[src/design/ialu_pkg.sv]
// ----------------------------------------------------------------------------
// ialu_pkg: shared types and constants for the integer alu
// opcodes, status codes and the beat that travels down the cell row
// ----------------------------------------------------------------------------
package ialu_pkg;

    localparam int DATA_WIDTH_DEF = 32;

    localparam logic [3:0] OP_ADD = 4'd1;
    localparam logic [3:0] OP_SUB = 4'd2;
    localparam logic [3:0] OP_MUL = 4'd3;
    localparam logic [3:0] OP_DIV = 4'd4;
    localparam logic [3:0] OP_AND = 4'd5;
    localparam logic [3:0] OP_OR  = 4'd6;
    localparam logic [3:0] OP_NOT = 4'd7;
    localparam logic [3:0] OP_XOR = 4'd8;
    localparam logic [3:0] OP_REM = 4'd9;
    localparam logic [3:0] OP_INC = 4'd10;
    localparam logic [3:0] OP_DEC = 4'd11;

    localparam logic [1:0] ST_OK    = 2'd0;
    localparam logic [1:0] ST_DIV0  = 2'd1;
    localparam logic [1:0] ST_BADOP = 2'd2;

    // control carried alongside the data through the cell row
    typedef struct packed {
        logic       vld;
        logic       is_div;   // divide or remainder
        logic       is_rem;   // take the remainder, not the quotient
        logic       neg_q;
        logic       neg_r;
        logic [1:0] st;
    } ialu_ctl_t;

endpackage

[src/design/ialu_cell.sv]
// ----------------------------------------------------------------------------
// ialu_cell: one restoring divide step
// shifts the partial remainder, takes one quotient bit, hands on
// ----------------------------------------------------------------------------
module ialu_cell
    import ialu_pkg::*;
#(
    parameter int DATA_WIDTH = DATA_WIDTH_DEF
)
(
    input  logic                  clk,
    input  logic                  rst_n,
    input  ialu_ctl_t             ctl_in,
    input  logic [DATA_WIDTH-1:0] rem_in,
    input  logic [DATA_WIDTH-1:0] quo_in,
    input  logic [DATA_WIDTH-1:0] dvs_in,
    input  logic [DATA_WIDTH-1:0] res_in,
    output ialu_ctl_t             ctl_out,
    output logic [DATA_WIDTH-1:0] rem_out,
    output logic [DATA_WIDTH-1:0] quo_out,
    output logic [DATA_WIDTH-1:0] dvs_out,
    output logic [DATA_WIDTH-1:0] res_out
);

    logic [DATA_WIDTH:0]   trial;
    logic [DATA_WIDTH:0]   diff;
    ialu_ctl_t             ctl_reg;
    logic [DATA_WIDTH-1:0] rem_reg, rem_next;
    logic [DATA_WIDTH-1:0] quo_reg, quo_next;
    logic [DATA_WIDTH-1:0] dvs_reg, res_reg;

    always_comb
    begin
        trial = {rem_in, quo_in[DATA_WIDTH-1]};
        diff  = trial - {1'b0, dvs_in};
        if (!diff[DATA_WIDTH])
        begin
            rem_next = diff[DATA_WIDTH-1:0];
            quo_next = {quo_in[DATA_WIDTH-2:0], 1'b1};
        end
        else
        begin
            rem_next = trial[DATA_WIDTH-1:0];
            quo_next = {quo_in[DATA_WIDTH-2:0], 1'b0};
        end
    end

    always_ff @(posedge clk or negedge rst_n)
    begin
        if (!rst_n)
            ctl_reg <= '0;
        else
            ctl_reg <= ctl_in;
    end

    always_ff @(posedge clk)
    begin
        rem_reg <= rem_next;
        quo_reg <= quo_next;
        dvs_reg <= dvs_in;
        res_reg <= res_in;
    end

    assign ctl_out = ctl_reg;
    assign rem_out = rem_reg;
    assign quo_out = quo_reg;
    assign dvs_out = dvs_reg;
    assign res_out = res_reg;

endmodule

[config.mk]
export PLATFORM = sky130hd
export DESIGN_NAME = ialu_cell
export DESIGN_NICKNAME = d
export VERILOG_FILES = /design/src/design/ialu_pkg.sv /design/src/design/ialu_cell.sv
export SDC_FILE = /design/constraint.sdc
export NUM_CORES = 1
export LEC_CHECK = 0
export ABC_AREA = 1
export BUFFER_PORTS_ARGS = -buffer_cell sky130_fd_sc_hd__clkbuf_2
export CAP_MARGIN = 0
export CORE_MARGIN = 4
export CORE_UTILIZATION = 25
export DETAILED_ROUTE_END_ITERATION = 6
export RECOVER_POWER = 100
export SLEW_MARGIN = 40
export SYNTH_ARGS = -nofsm -noshare
export SYNTH_HDL_FRONTEND = slang
export SYNTH_SLANG_ARGS = --single-unit
[constraint.sdc]
create_clock -name clk -period 0.8 [get_ports clk]
set_input_delay 0.12 -clock clk [delete_from_list [all_inputs] [get_ports clk]]
set_output_delay 0.12 -clock clk [all_outputs]
set_load 0.1 [all_outputs]
=== Yosys cells after proc, flatten, opt, wreduce, memory -nomap -nowiden ===
Index checks and enable logic that the tools add are counted.

* Add/sub/neg operators: 1
* Muxes and demuxes: 2

{| class="wikitable"
|+ Operator list
! kind !! count
|-
| $sub 33x32->33 || 1
|-
| $mux 32 || 1
|-
| $mux 1 || 1
|}

* Register bits after elaboration: 135
* Input port bits: 137
* Output and inout bits: 135

=== Logic depth before layout (Yosys ltp) ===
* Depth in word-level cells: 2
* Mapped depth: 17
* Mapped depth without buffers: 16

=== Least setup slack after synthesis ===
No wires, ideal clock.

* Path type: input-to-reg
* From: input port quo_in[31]
* To: register rem_reg[17] (netlist: rem_out[17])
* Arrival: 1.719 ns
* Path slack: -1.031 ns
* Stages on the path: 16
* Buffers on the path: 1
* Path through: inv_1 -> ha_1 -> fa_1 -> inv_1 -> nand2_1 -> nand2_1 -> nand3_1 -> nand2_2 -> nand2_1 -> nand2_2 -> nand2_2 -> nand3_1 -> nand2_4 -> buf_4 -> nand2_1 -> nand2_1

* Longest elaborated chain between the ends: 2

{| class="wikitable"
|+ Ends and longest elaborated chain
! element !! RTL line !! text
|-
| start, declared || ialu_cell.sv:15 || <nowiki>input logic [DATA_WIDTH-1:0] quo_in,</nowiki>
|-
| $sub 33x32->33 || ialu_cell.sv:35 || <nowiki>diff = trial - {1'b0, dvs_in};</nowiki>
|-
| $mux 32 || ialu_cell.sv:36 || <nowiki>if (!diff[DATA_WIDTH])</nowiki>
|-
| via rem_next[17] || ialu_cell.sv:28 || <nowiki>logic [DATA_WIDTH-1:0] rem_reg, rem_next;</nowiki>
|-
| end signal, assigned || ialu_cell.sv:58 || <nowiki>rem_reg <= rem_next;</nowiki>
|-
| end, declared || ialu_cell.sv:28 ||
|}

The timed path passes the listed nets, and every way through them passes these cells.

=== Worst setup path in the final report ===
* From: input port dvs_in[22]
* To: register rem_reg[24] (netlist: rem_out[24])

* Longest elaborated chain between the ends: 2

{| class="wikitable"
|+ Ends and longest elaborated chain
! element !! RTL line !! text
|-
| start, declared || ialu_cell.sv:16 || <nowiki>input logic [DATA_WIDTH-1:0] dvs_in,</nowiki>
|-
| $sub 33x32->33 || ialu_cell.sv:35 ||
|-
| $mux 32 || ialu_cell.sv:36 ||
|-
| via rem_next[24] || ialu_cell.sv:28 ||
|}

The timed path passes the listed nets, and every way through them passes these cells.

==> impl_metrics.py <==
metrics = {
    "status": {
        "status": "complete, but fails checks",
        "violations": "setup timing",
    },
    "power_and_ir_drop": {
        "clockPowerShare_pct": 27.9,
        "p_sw_share_pct": 39.89,
        "power_frac_seq_pct": 28.8,
        "combPwrFrac_pct": 43.3,
        "power_density_nw_per_um2": 2076,
        "finalPower_mw": 27.64,
        "vdd_drop_max_mv": 1.247,
        "switchingPower_mw": 11.03,
        "p_int_mw": 16.62,
        "power.leakage_nw": 6.922,
    },
    "yosys": {
        "syn_area_um2": 5901,
        "synth_fp_nets": 988,
        "synth_edf_count": 0,
        "synthTopCellsByArea": "dfxtp_1 (43%), nand2_1 (21%), inv_1 (10%), ha_1 (6.8%), dfrtp_1 (3.0%)",
        "synth_top_area_share_pct": 43.43,
        "synth.distinct_cells": 26,
        "syn_inst": 818,
        "synthArstFlopShare_pct": 5.185,
        "synth_ff_type": "dfxtp_1",
        "yosysTopAreaCell": "dfxtp_1",
        "ys_ff_latch": 135,
        "seq_area_frac_synth_pct": 46.40,
        "syn_area_per_cell_um2": 7.214,
        "ys.warnings.count": 0,
    },
    "detailed_routing": {
        "postRouteWirelength_um": 24930,
        "ant_nets": 0,
        "vias": 6942,
        "drtIter0Drc": 247,
        "wire_per_inst_um": 14.69,
        "drc": 0,
        "drt_first_pass_iters": 4,
        "vias_per_cell": 4.091,
    },
    "worst_setup_path": {
        "startpoint_type": "primary input",
        "crit_type": "in2reg",
        "crit_path_max_fanout": 6,
        "arrival_ns": 1.90,
        "end_kind": "flip-flop",
        "cp.required_ns": 1.11,
    },
    "floorplan": {
        "dieArea_um2": 26120,
        "die_width_um": 161.6,
        "std_cell_rows": 55,
        "coreArea_um2": 22920,
        "start_util_pct": 25.75,
        "ios": 272,
        "die_height_um": 161.6,
    },
    "sta": {
        "hold_viol_final": 0,
        "fin_crit_sh_pct": 198.8,
        "worstMarginPinSlew_ns": 0.4012,
        "rsz0062_at_grt": "true",
        "setup_viol": 168,
        "fin_crit_ns": 1.591,
        "slew-limit-headroom_pct": 73.25,
        "setup_tns_ns": -59.75,
        "fmaxAchievable_ghz": 0.6287,
        "holdWs_ns": 0.01599,
        "setup_slack_ns": -0.7906,
        "finalMaxSlewViolations": 0,
    },
    "clock_tree": {
        "cts.sinks": 135,
        "cts-buffers-inserted": 17,
        "cts-root-buf": "clkbuf_16",
        "cts_buffer_depth": 2,
        "clkTransAtPathRegs_ns": 0.06,
        "h-tree-depth": 4,
        "cts_tree": "yes",
    },
    "flow_run": {
        "cap_violations": 0,
    },
    "global_routing": {
        "grt_max_degree": 19,
        "antenna_found_initial": 0,
        "grt_pass1_wl_um": 37810,
        "track_usage_pct": 18.50,
        "grt_pass1_vias": 6988,
        "grt.overflow.total": 0,
    },
    "cells_and_area": {
        "area_growth_pct": 125.6,
        "layout-drive-gt1-share_pct": 48.55,
        "utilization_pct": 58.09,
        "n_antenna_cell": 0,
        "instances_no_fill": 1697,
        "final.fill_count": 1997,
        "nets": 1541,
        "final_area_um2": 13310,
    },
    "placement": {
        "dpl.cell_count": 1522,
        "pre_cts_slack_ns": -1.261,
        "portBuffers": 271,
        "placed_area_um2": 10820,
        "routabilityCongestion": 0.8644,
        "dp_hpwl_um": 18410,
    },
    "hold_path": {
        "holdCritPathClass": "in2reg",
    },
}
-- final timing paths --
path / from / depth (start not counted) / to
min in group asynchronous: rst_n / 2 / ctl_out[1]$_DFF_PN0_
max in group asynchronous: rst_n / 2 / ctl_out[3]$_DFF_PN0_
setup / recovery: dvs_in[22] / 14 / rem_out[24]$_DFF_P_
hold / removal: rem_in[13] / 4 / rem_out[14]$_DFF_P_
-- placed cells by master, fill, tap and decap left out, drive strengths merged --
master,instances
nand3b,2
xnor2,1
buf,273
nand2,345
dfxtp,128
inv,167
dlygate4sd3,129
xor2,14
and2,4
and3,1
clkbuf,156
fa,1
dfrtp,7
o21bai,7
nand4,8
clkinv,2
clkinvlp,3
nor3,6
nand3,31
ha,32
or2,2
a21oi,25
nor2,39
bufinv,1
-- what timing repair did --
item	4_1_cts	5_1_grt
cloned	2	4
pin swaps	4	17
gates resized for setup	36	95
setup endpoints to repair	168	168
hold endpoints to repair	135	0
setup buffers	5	3
hold buffers	129	0
-- layout make-up --
class	instances	area (µm²)	share of cell area (%)
clock buffers	18	429.2	3.224
clock inverters	14	138.9	1.043
inverters	159	604.3	4.539
multi-input cells	518	2973	22.33
flip-flops and latches	135	2907	21.83
well taps	313	391.6	2.942
repair buffers	540	5869	44.09
-- layer usage --
metal	GRT usage (%)	up-vias	routed length, µm
li1	-	3553	-
met5	0	-	0
met1	21.54	3155	10080
met4	4.152	0	294
met3	4.567	20	1632
met2	34.24	214	12920
-- power by group through the flow --
stage / clock [mW] / sequential, mW / combinational (mW)
after detailed placement: 0 / 8.11 / 10.6
final: 7.70 / 7.96 / 12.0
after global routing: 8.23 / 8.02 / 12.6
after global placement: 0 / 8.10 / 10.6
after CTS: 7.97 / 7.97 / 11.4
after floorplan: 0 / 12.1 / 1.96
-- critical path, cell delays in order --
cell,delay (ns)
clkbuf_1,0.09
inv_1,0.05
ha_1,0.30
nand2_1,0.12
nor2_1,0.22
nand2_1,0.14
nor2_2,0.17
nand2_4,0.08
buf_6,0.12
nand3_4,0.07
nand2_8,0.11
clkbuf_16,0.19
nand2_2,0.05
nand2_1,0.04
-- flip-flops by register name, indices dropped and copies added, names as in the netlist --
register	flops
dvs_out	32
quo_out	32
rem_out	32
res_out	32
ctl_out	7
-- Yosys cell counts (2+ instances only) --
cell type  number
nand2_1       335
inv_1         157
dfxtp_1       128
nor2_1         38
ha_1           32
nand3_1        31
a21oi_1        23
xor2_1         14
nand2_2         8
nand4_1         8
dfrtp_1         7
o21bai_1        7
nor3_1          6
and2_1          4
buf_4           3
buf_6           3
a21oi_2         2
inv_2           2
nand2_4         2
nand3b_1        2
-- kinds of logic after synthesis --
family / Yosys count / share of synthesized area, %
AOI/OAI and AO/OA: 32 / 3.138
xor gates and xnor gates: 15 / 2.227
adders and majority gates: 33 / 7.125
buffers and inverters: 165 / 11.07
DFF: 135 / 46.40
and+or+nand+nor: 438 / 30.05
(Power assumes the default switching activity.)
