**config.mk**
```make
export PLATFORM = sky130hd
export DESIGN_NAME = ialu_front
export DESIGN_NICKNAME = d
export VERILOG_FILES = /design/src/design/ialu_pkg.sv /design/src/design/ialu_front.sv
export SDC_FILE = /design/constraint.sdc
export NUM_CORES = 2
export LEC_CHECK = 0
export ABC_AREA = 1
export BUFFER_PORTS_ARGS = -buffer_cell sky130_fd_sc_hd__buf_2
export CAP_MARGIN = 20
export CORE_ASPECT_RATIO = 1.5
export CORE_MARGIN = 10
export CORE_UTILIZATION = 64
export CTS_BUF_LIST = sky130_fd_sc_hd__clkbuf_16
export DETAILED_ROUTE_END_ITERATION = 8
export PLACE_DENSITY = 0.82
export REMOVE_ABC_BUFFERS = 1
export SETUP_SLACK_MARGIN = 0.1
export SLEW_MARGIN = 20
export SYNTH_ARGS = -nofsm -noshare
export SYNTH_HDL_FRONTEND = slang
export SYNTH_SLANG_ARGS = --single-unit
```
**constraint.sdc**
```tcl
create_clock -name clk -period 0.8 [get_ports clk]
set_input_delay 0.04 -clock clk [delete_from_list [all_inputs] [get_ports clk]]
set_output_delay 0.04 -clock clk [all_outputs]
set_load 0.01 [all_outputs]
```
**src/design/ialu_pkg.sv**
```systemverilog
// ----------------------------------------------------------------------------
// ialu_pkg: shared types and constants for the integer alu
// opcodes, status codes and the beat that travels down the cell row
// ----------------------------------------------------------------------------
package ialu_pkg;

    localparam int DATA_WIDTH_DEF = 32;

    localparam logic [3:0] OP_ADD = 4'd1;
    localparam logic [3:0] OP_SUB = 4'd2;
    localparam logic [3:0] OP_MUL = 4'd3;
    localparam logic [3:0] OP_DIV = 4'd4;
    localparam logic [3:0] OP_AND = 4'd5;
    localparam logic [3:0] OP_OR  = 4'd6;
    localparam logic [3:0] OP_NOT = 4'd7;
    localparam logic [3:0] OP_XOR = 4'd8;
    localparam logic [3:0] OP_REM = 4'd9;
    localparam logic [3:0] OP_INC = 4'd10;
    localparam logic [3:0] OP_DEC = 4'd11;

    localparam logic [1:0] ST_OK    = 2'd0;
    localparam logic [1:0] ST_DIV0  = 2'd1;
    localparam logic [1:0] ST_BADOP = 2'd2;

    // control carried alongside the data through the cell row
    typedef struct packed {
        logic       vld;
        logic       is_div;   // divide or remainder
        logic       is_rem;   // take the remainder, not the quotient
        logic       neg_q;
        logic       neg_r;
        logic [1:0] st;
    } ialu_ctl_t;

endpackage

```
**src/design/ialu_front.sv**
```systemverilog
// ----------------------------------------------------------------------------
// ialu_front: decode and simple ops
// registers the non-divide result (multiply included)
// and the divider magnitudes for the cell row
// ----------------------------------------------------------------------------
module ialu_front
    import ialu_pkg::*;
#(
    parameter int DATA_WIDTH = DATA_WIDTH_DEF
)
(
    input  logic                  clk,
    input  logic                  rst_n,
    input  logic                  start,
    input  logic [3:0]            func,
    input  logic [DATA_WIDTH-1:0] operand_a,
    input  logic [DATA_WIDTH-1:0] operand_b,
    output ialu_ctl_t             ctl_out,
    output logic [DATA_WIDTH-1:0] quo_out,
    output logic [DATA_WIDTH-1:0] dvs_out,
    output logic [DATA_WIDTH-1:0] res_out
);

    ialu_ctl_t             ctl_reg, ctl_next;
    logic [DATA_WIDTH-1:0] res_reg, res_next;
    logic [DATA_WIDTH-1:0] mag_a_reg, mag_b_reg;
    logic                  na, nb;
    logic [DATA_WIDTH-1:0] one;

    assign na  = operand_a[DATA_WIDTH-1];
    assign nb  = operand_b[DATA_WIDTH-1];
    assign one = {{(DATA_WIDTH-1){1'b0}}, 1'b1};

    always_comb
    begin
        ctl_next        = '0;
        ctl_next.vld    = start;
        ctl_next.st     = ST_OK;
        ctl_next.neg_q  = na ^ nb;
        ctl_next.neg_r  = na;
        res_next        = '0;
        unique case (func)
            OP_ADD: res_next = operand_a + operand_b;
            OP_SUB: res_next = operand_a - operand_b;
            OP_MUL: res_next = operand_a * operand_b;
            OP_AND: res_next = operand_a & operand_b;
            OP_OR:  res_next = operand_a | operand_b;
            OP_NOT: res_next = {{(DATA_WIDTH-1){1'b0}}, (operand_a == '0)};
            OP_XOR: res_next = operand_a ^ operand_b;
            OP_INC: res_next = operand_a + one;
            OP_DEC: res_next = operand_a - one;
            OP_DIV, OP_REM:
            begin
                if (operand_b == '0)
                    ctl_next.st = ST_DIV0;
                else
                begin
                    ctl_next.is_div = 1'b1;
                    ctl_next.is_rem = (func == OP_REM);
                end
            end
            default: ctl_next.st = ST_BADOP;
        endcase
        // reuse the sign flag: remainder wants the dividend sign only
        if (func == OP_REM)
            ctl_next.neg_q = 1'b0;
        else
            ctl_next.neg_r = 1'b0;
    end

    always_ff @(posedge clk or negedge rst_n)
    begin
        if (!rst_n)
            ctl_reg <= '0;
        else
            ctl_reg <= ctl_next;
    end

    always_ff @(posedge clk)
    begin
        res_reg   <= res_next;
        mag_a_reg <= na ? -operand_a : operand_a;
        mag_b_reg <= nb ? -operand_b : operand_b;
    end

    assign ctl_out = ctl_reg;
    assign quo_out = mag_a_reg;
    assign dvs_out = mag_b_reg;
    assign res_out = res_reg;

endmodule

```
==> results of run 1 <==
## metal layers
layer,GRT usage (%),GRT overflow
met2,90.1,51
met5,47.4,0
met3,67.0,7
met1,73.5,4
met4,73.3,39
## stage by stage
stage	utilization, %	std cells	worst slack, ns	TNS [ns]
after CTS	86.8	4617	-5.07	-193.81
after detailed placement	79.6	4565	-5.89	-254.90
after floorplan	-	3267	-4.96	-147.56
after global placement	79.6	4565	-5.75	-249.27
## synth_stat cells (all sizes together) (12+ instances only)
cell type	count	area share (%)
fa	409	33
a211oi	22	0.69
inv	896	14
buf	44	0.83
ha	220	11
xor2	54	1.9
dfxtp	96	7.8
nor3	27	0.70
clkbuf	115	1.7
o21ai	124	2.5
o21bai	12	0.36
or2	14	0.35
xnor2	13	0.46
nand4	20	0.58
a21oi	90	1.8
nor2	165	2.7
nand3	133	2.8
nand2	868	13
a221oi	29	1.0
## logic make-up after synthesis
logic type / Yosys count / share of synthesized area (%)
and+or+nand+nor: 1249 / 20.9
buffers and inverters: 1058 / 16.2
adders and majority gates: 629 / 44.3
AOI/OAI and AO/OA: 320 / 7.72
DFF: 103 / 8.48
xor gates and xnor gates: 67 / 2.37
## what timing repair did
| item | in CTS |
|---|---|
| gates resized for setup | 533 |
| pin swaps | 185 |
| hold endpoints to repair | 9 |
| hold buffers | 2 |
| cloned | 1 |
| buffers inserted | 34 |
| setup endpoints to repair | 203 |
==> metrics.md, run 1 <==
| Metric | Value |
|---|---|
| Outcome | `did not finish` |
| Failed at | `global routing` |
| Err | `[ERROR GRT-0232] Routing congestion too high. Check the congestion heatmap in the GUI.` |
| Total grt overflow | `101` |
| Syn Area/Cell | `7.22 um2` |
| CTS Buf Count | `9` |
| Netlist cell types | `53` |
| Die X-Extent | `180 um` |
| Register area share after synthesis | `8.48%` |
| Largest net degree at the start of global routing | `25` |
| Async S/R FF share, synth | `6.80%` |
| Cell count after synthesis | `3,426` |
| Mapped cell area | `0.0247 mm2` |
| Synth warn | `0` |
| Clock buffer depth | `2` |
| Root Driver | `clkbuf_16` |
| Placed Area | `0.0305 mm2` |
| Initial Util | `64.5%` |
| Dominant synthesized flop cell | `dfxtp_1` |
| Htree depth | `3` |
| Routability-driven placement congestion ratio | `1.06` |
| Post-DP HPWL | `81,700 um` |
| Port bufs | `173` |
| Clk sink count | `103` |
| GRT Util Overall | `76.1%` |
| Row count | `88` |
| Post-synth EDFFs | `0` |
| Die Y | `261 um` |
| Yosys reg bits | `103` |
| I/O pin cnt | `174` |
==> run 2, diff against run 1 <==
- CORE_ASPECT_RATIO: 1.5 -> unset
- CORE_UTILIZATION: 64 -> 40
- CTS_BUF_LIST: sky130_fd_sc_hd__clkbuf_16 -> unset
- PLACE_DENSITY: 0.82 -> unset
- PLACE_DENSITY_LB_ADDON: unset -> 0.15
- SETUP_SLACK_MARGIN: 0.1 -> unset
==> run 2 against run 1 <==
Net effect: the flow now finishes, with violations (negative setup slack); synthesized area unchanged; synthesized cell count unchanged.
==> metrics.md, run 2 <==
| Metric | Value |
|---|---|
| Global-route wire length before repair | `145,000 um` |
| Initial antenna violation count | `6` |
| Startpoint types | `input pin` |
| Max Slew Vio Count | `0` |
| Register area share after synthesis | `8.48% (unchanged)` |
| Tmin final | `5.85 ns` |
| Footprint of the multi-input gates | `0.0208 mm2` |
| Leak pwr | `19.9 nW` |
| Synth warn | `0 (unchanged)` |
| P&R area growth vs syn | `42.4%` |
| Crit path max fanout | `5` |
| Place WS | `-5.86 ns (+0.0312 ns)` |
| Largest cells by area after synthesis | `fa_1, inv_1, nand2_1` |
| CTS Buf Count | `9 (unchanged)` |
| Fillers | `5,717` |
| Total grt overflow | `0` |
| Clk sink count | `103 (unchanged)` |
| Htree depth | `3 (unchanged)` |
| Most common cell after layout, fill and taps aside | `inv_1` |
| Synth top area share | `33.1% (unchanged)` |
| Initial Util | `40.2% (-24 points)` |
| Routability-driven placement congestion ratio | `0.982 (-7.3%)` |
| Worst-margin pin slew | `0.657 ns` |
| Post-Layout Cell Count | `4,966` |
| # Max-Cap Violations | `0` |
| Reg area | `0.00211 mm2` |
| Post-DP HPWL | `80,900 um (-0.89%)` |
| Port bufs | `173 (unchanged)` |
| Nets | `4,870` |
| Min Hold Slack | `0.0206 ns` |
| Routed wire length | `96,400 um` |
| Max VDD drop | `0.00716 V` |
| WHS Endpoint | `dvs_out[0]$_DFF_P_` |
| Mapped cell area | `0.0247 mm2 (unchanged)` |
| Setup ws final | `-5.05 ns` |
| Netlist cell types | `53 (unchanged)` |
| Dominant synthesized flop cell | `dfxtp_1` |
| I/O pin cnt | `174 (unchanged)` |
| GRT Util Overall | `26.6%` |
| Final worst-path cycle share | `731%` |
| Commonest non-fill, non-tap cells in the layout | `inv_1, nand2_1, buf_4` |
| Vias in the first global route | `24,724` |
| Outcome | `complete, but fails checks` |
| CTS tree | `done` |
| Total number of vias | `24,642` |
| Clock buffer depth | `2 (unchanged)` |
| CP required | `1.07 ns` |
| Cell taking the most area after synthesis | `fa_1` |
| Initial DRC Count | `1,659` |
| Fmax | `171 MHz` |
| Relative slew slack | `56.2%` |
| CP Launch Point | `operand_a[14]` |
| Die Y | `269 um (+3.0%)` |
| Row count | `91 (+3.4%)` |
| Root Driver | `clkbuf_16` |
| Failing checks | `negative setup slack` |
| Worst-path clk slew | `0.08 ns` |
| Antenna Nets Post-Route | `0` |
| Most frequent cells after synthesis | `inv_1, nand2_1, fa_1` |
| RSZ-0062 raised after global routing | `true` |
| Post-synth EDFFs | `0 (unchanged)` |
| Hold path depth | `2` |
| Drt drc | `0` |
| Pwr Total | `175 mW` |
| Post-DR wirelength/cell | `19.4 um` |
| Hold Path Origin | `operand_b[0]` |
| Async S/R FF share, synth | `6.80% (unchanged)` |
| Die X-Extent | `269 um (+49%)` |
| Setup TNS | `-188.97 ns` |
| Placed cells | `4,902 (+7.4%)` |
| First-pass detailed-route iteration total | `5` |
| Power per cell area | `4960 mW/mm2` |
| Core box area | `0.0615 mm2` |
| Cell count after synthesis | `3,426 (unchanged)` |
| Largest net degree at the start of global routing | `25` |
| Syn Area/Cell | `7.22 um2 (unchanged)` |
| Crit Path Class | `in2reg` |
| Most numerous cell in the Yosys netlist | `inv_1` |
| Fraction of layout cells with a size suffix above 1 | `31.9%` |
| Arrival time worst endpoint | `6.12 ns` |
| CP Capture Type | `flop` |
| DR vias/cell | `4.96` |
| Die ar. | `0.0721 mm2` |
| Setup violations, final | `197` |
| Worst Hold Class | `in2reg` |
| Fin. Hold Viols | `0` |
| Yosys reg bits | `103 (unchanged)` |
[run 2: cell counts after synthesis]
Identical to the previous run, type by type.
[run 2: cells by family (layout without fill, tap and decap cells)]
group | Yosys count | after routing | share of synthesized area [%]
fa+ha+maj | 629 | 629 | 44.3
flops | 103 | 103 | 8.48
compound gates | 320 | 320 | 7.72
simple gates | 1249 | 1249 | 20.9
xor+xnor | 67 | 67 | 2.37
other cells | 0 | 1 | 0
buf+inv | 1058 | 1807 | 16.2
[run 2: cell type report]
type                       count  area share (%)
multi-input combinational   2265            59.2
antenna                        1         0.00711
sequential                   103            6.00
clock inverter                 7           0.259
timing repair buffer         892            21.4
clock buffer                   9           0.640
inverter                     899            9.65
tap                          790            2.81
[run 2: how the worst max path moves through the flow]
| stage | slack (ns) | end | cells past startpoint |
|---|---|---|---|
| after floorplan | -4.96 | res_out[26]$_DFF_P_ | 25 |
| after global placement | -5.81 | res_out[27]$_DFF_P_ | 24 |
| after detailed placement | -5.86 | res_out[27]$_DFF_P_ | 25 |
| after CTS | -5.03 | res_out[29]$_DFF_P_ | 27 |
| after global routing | -5.22 | res_out[29]$_DFF_P_ | 28 |
| final | -5.05 | res_out[27]$_DFF_P_ | 26 |
[run 2: layer usage]
layer	global-route usage [%]	wire length, um	vias up
met5	0	23	-
met4	9.14	3910	4
met3	3.35	5960	174
met2	44.5	45300	851
met1	35.1	41300	11966
li1	-	-	11647
[run 2: repair_timing]
action / 4_1_cts / 5_1_grt
pin swaps: 115 / 191
hold endpoints to repair: 8 / 0
setup endpoints to repair: 202 / 201
gates cloned: 1 / 1
resized for setup: 396 / 337
hold buffers: 2 / 0
buffers inserted: 25 / 26
[run 2: report_power, final]
part	switching, mW	internal [mW]
registers	0.412	6.07
clock network	2.64	2.28
logic	82.7	80.6
total	85.7	88.9
[run 2: stage by stage]
step | utilization (%) | area, um2
floorplan | - | 24100
global placement | 51.1 | 31400
detailed placement | 51.1 | 31400
CTS | 54.8 | 33700
global route | 57.2 | 35200
finish | 57.3 | 35200
[run 2: worst max-delay path: stages]
cell and delay, ns:
buf_12 0.12, buf_12 0.14, nand2_4 0.06, inv_2 0.03, fa_1 0.49, inv_1 0.05, fa_1 0.51, fa_1 0.44
fa_1 0.52, inv_2 0.05, fa_1 0.57, inv_2 0.05, fa_1 0.51, inv_2 0.04, fa_2 0.46, fa_2 0.60
ha_4 0.23, a21oi_4 0.13, o21ai_1 0.10, a21oi_2 0.14, nand3_2 0.12, nand2_2 0.06, o211ai_1 0.16, buf_4 0.21
o21ai_4 0.17, nand3_2 0.10
Power figures use the tool's default switching activity.
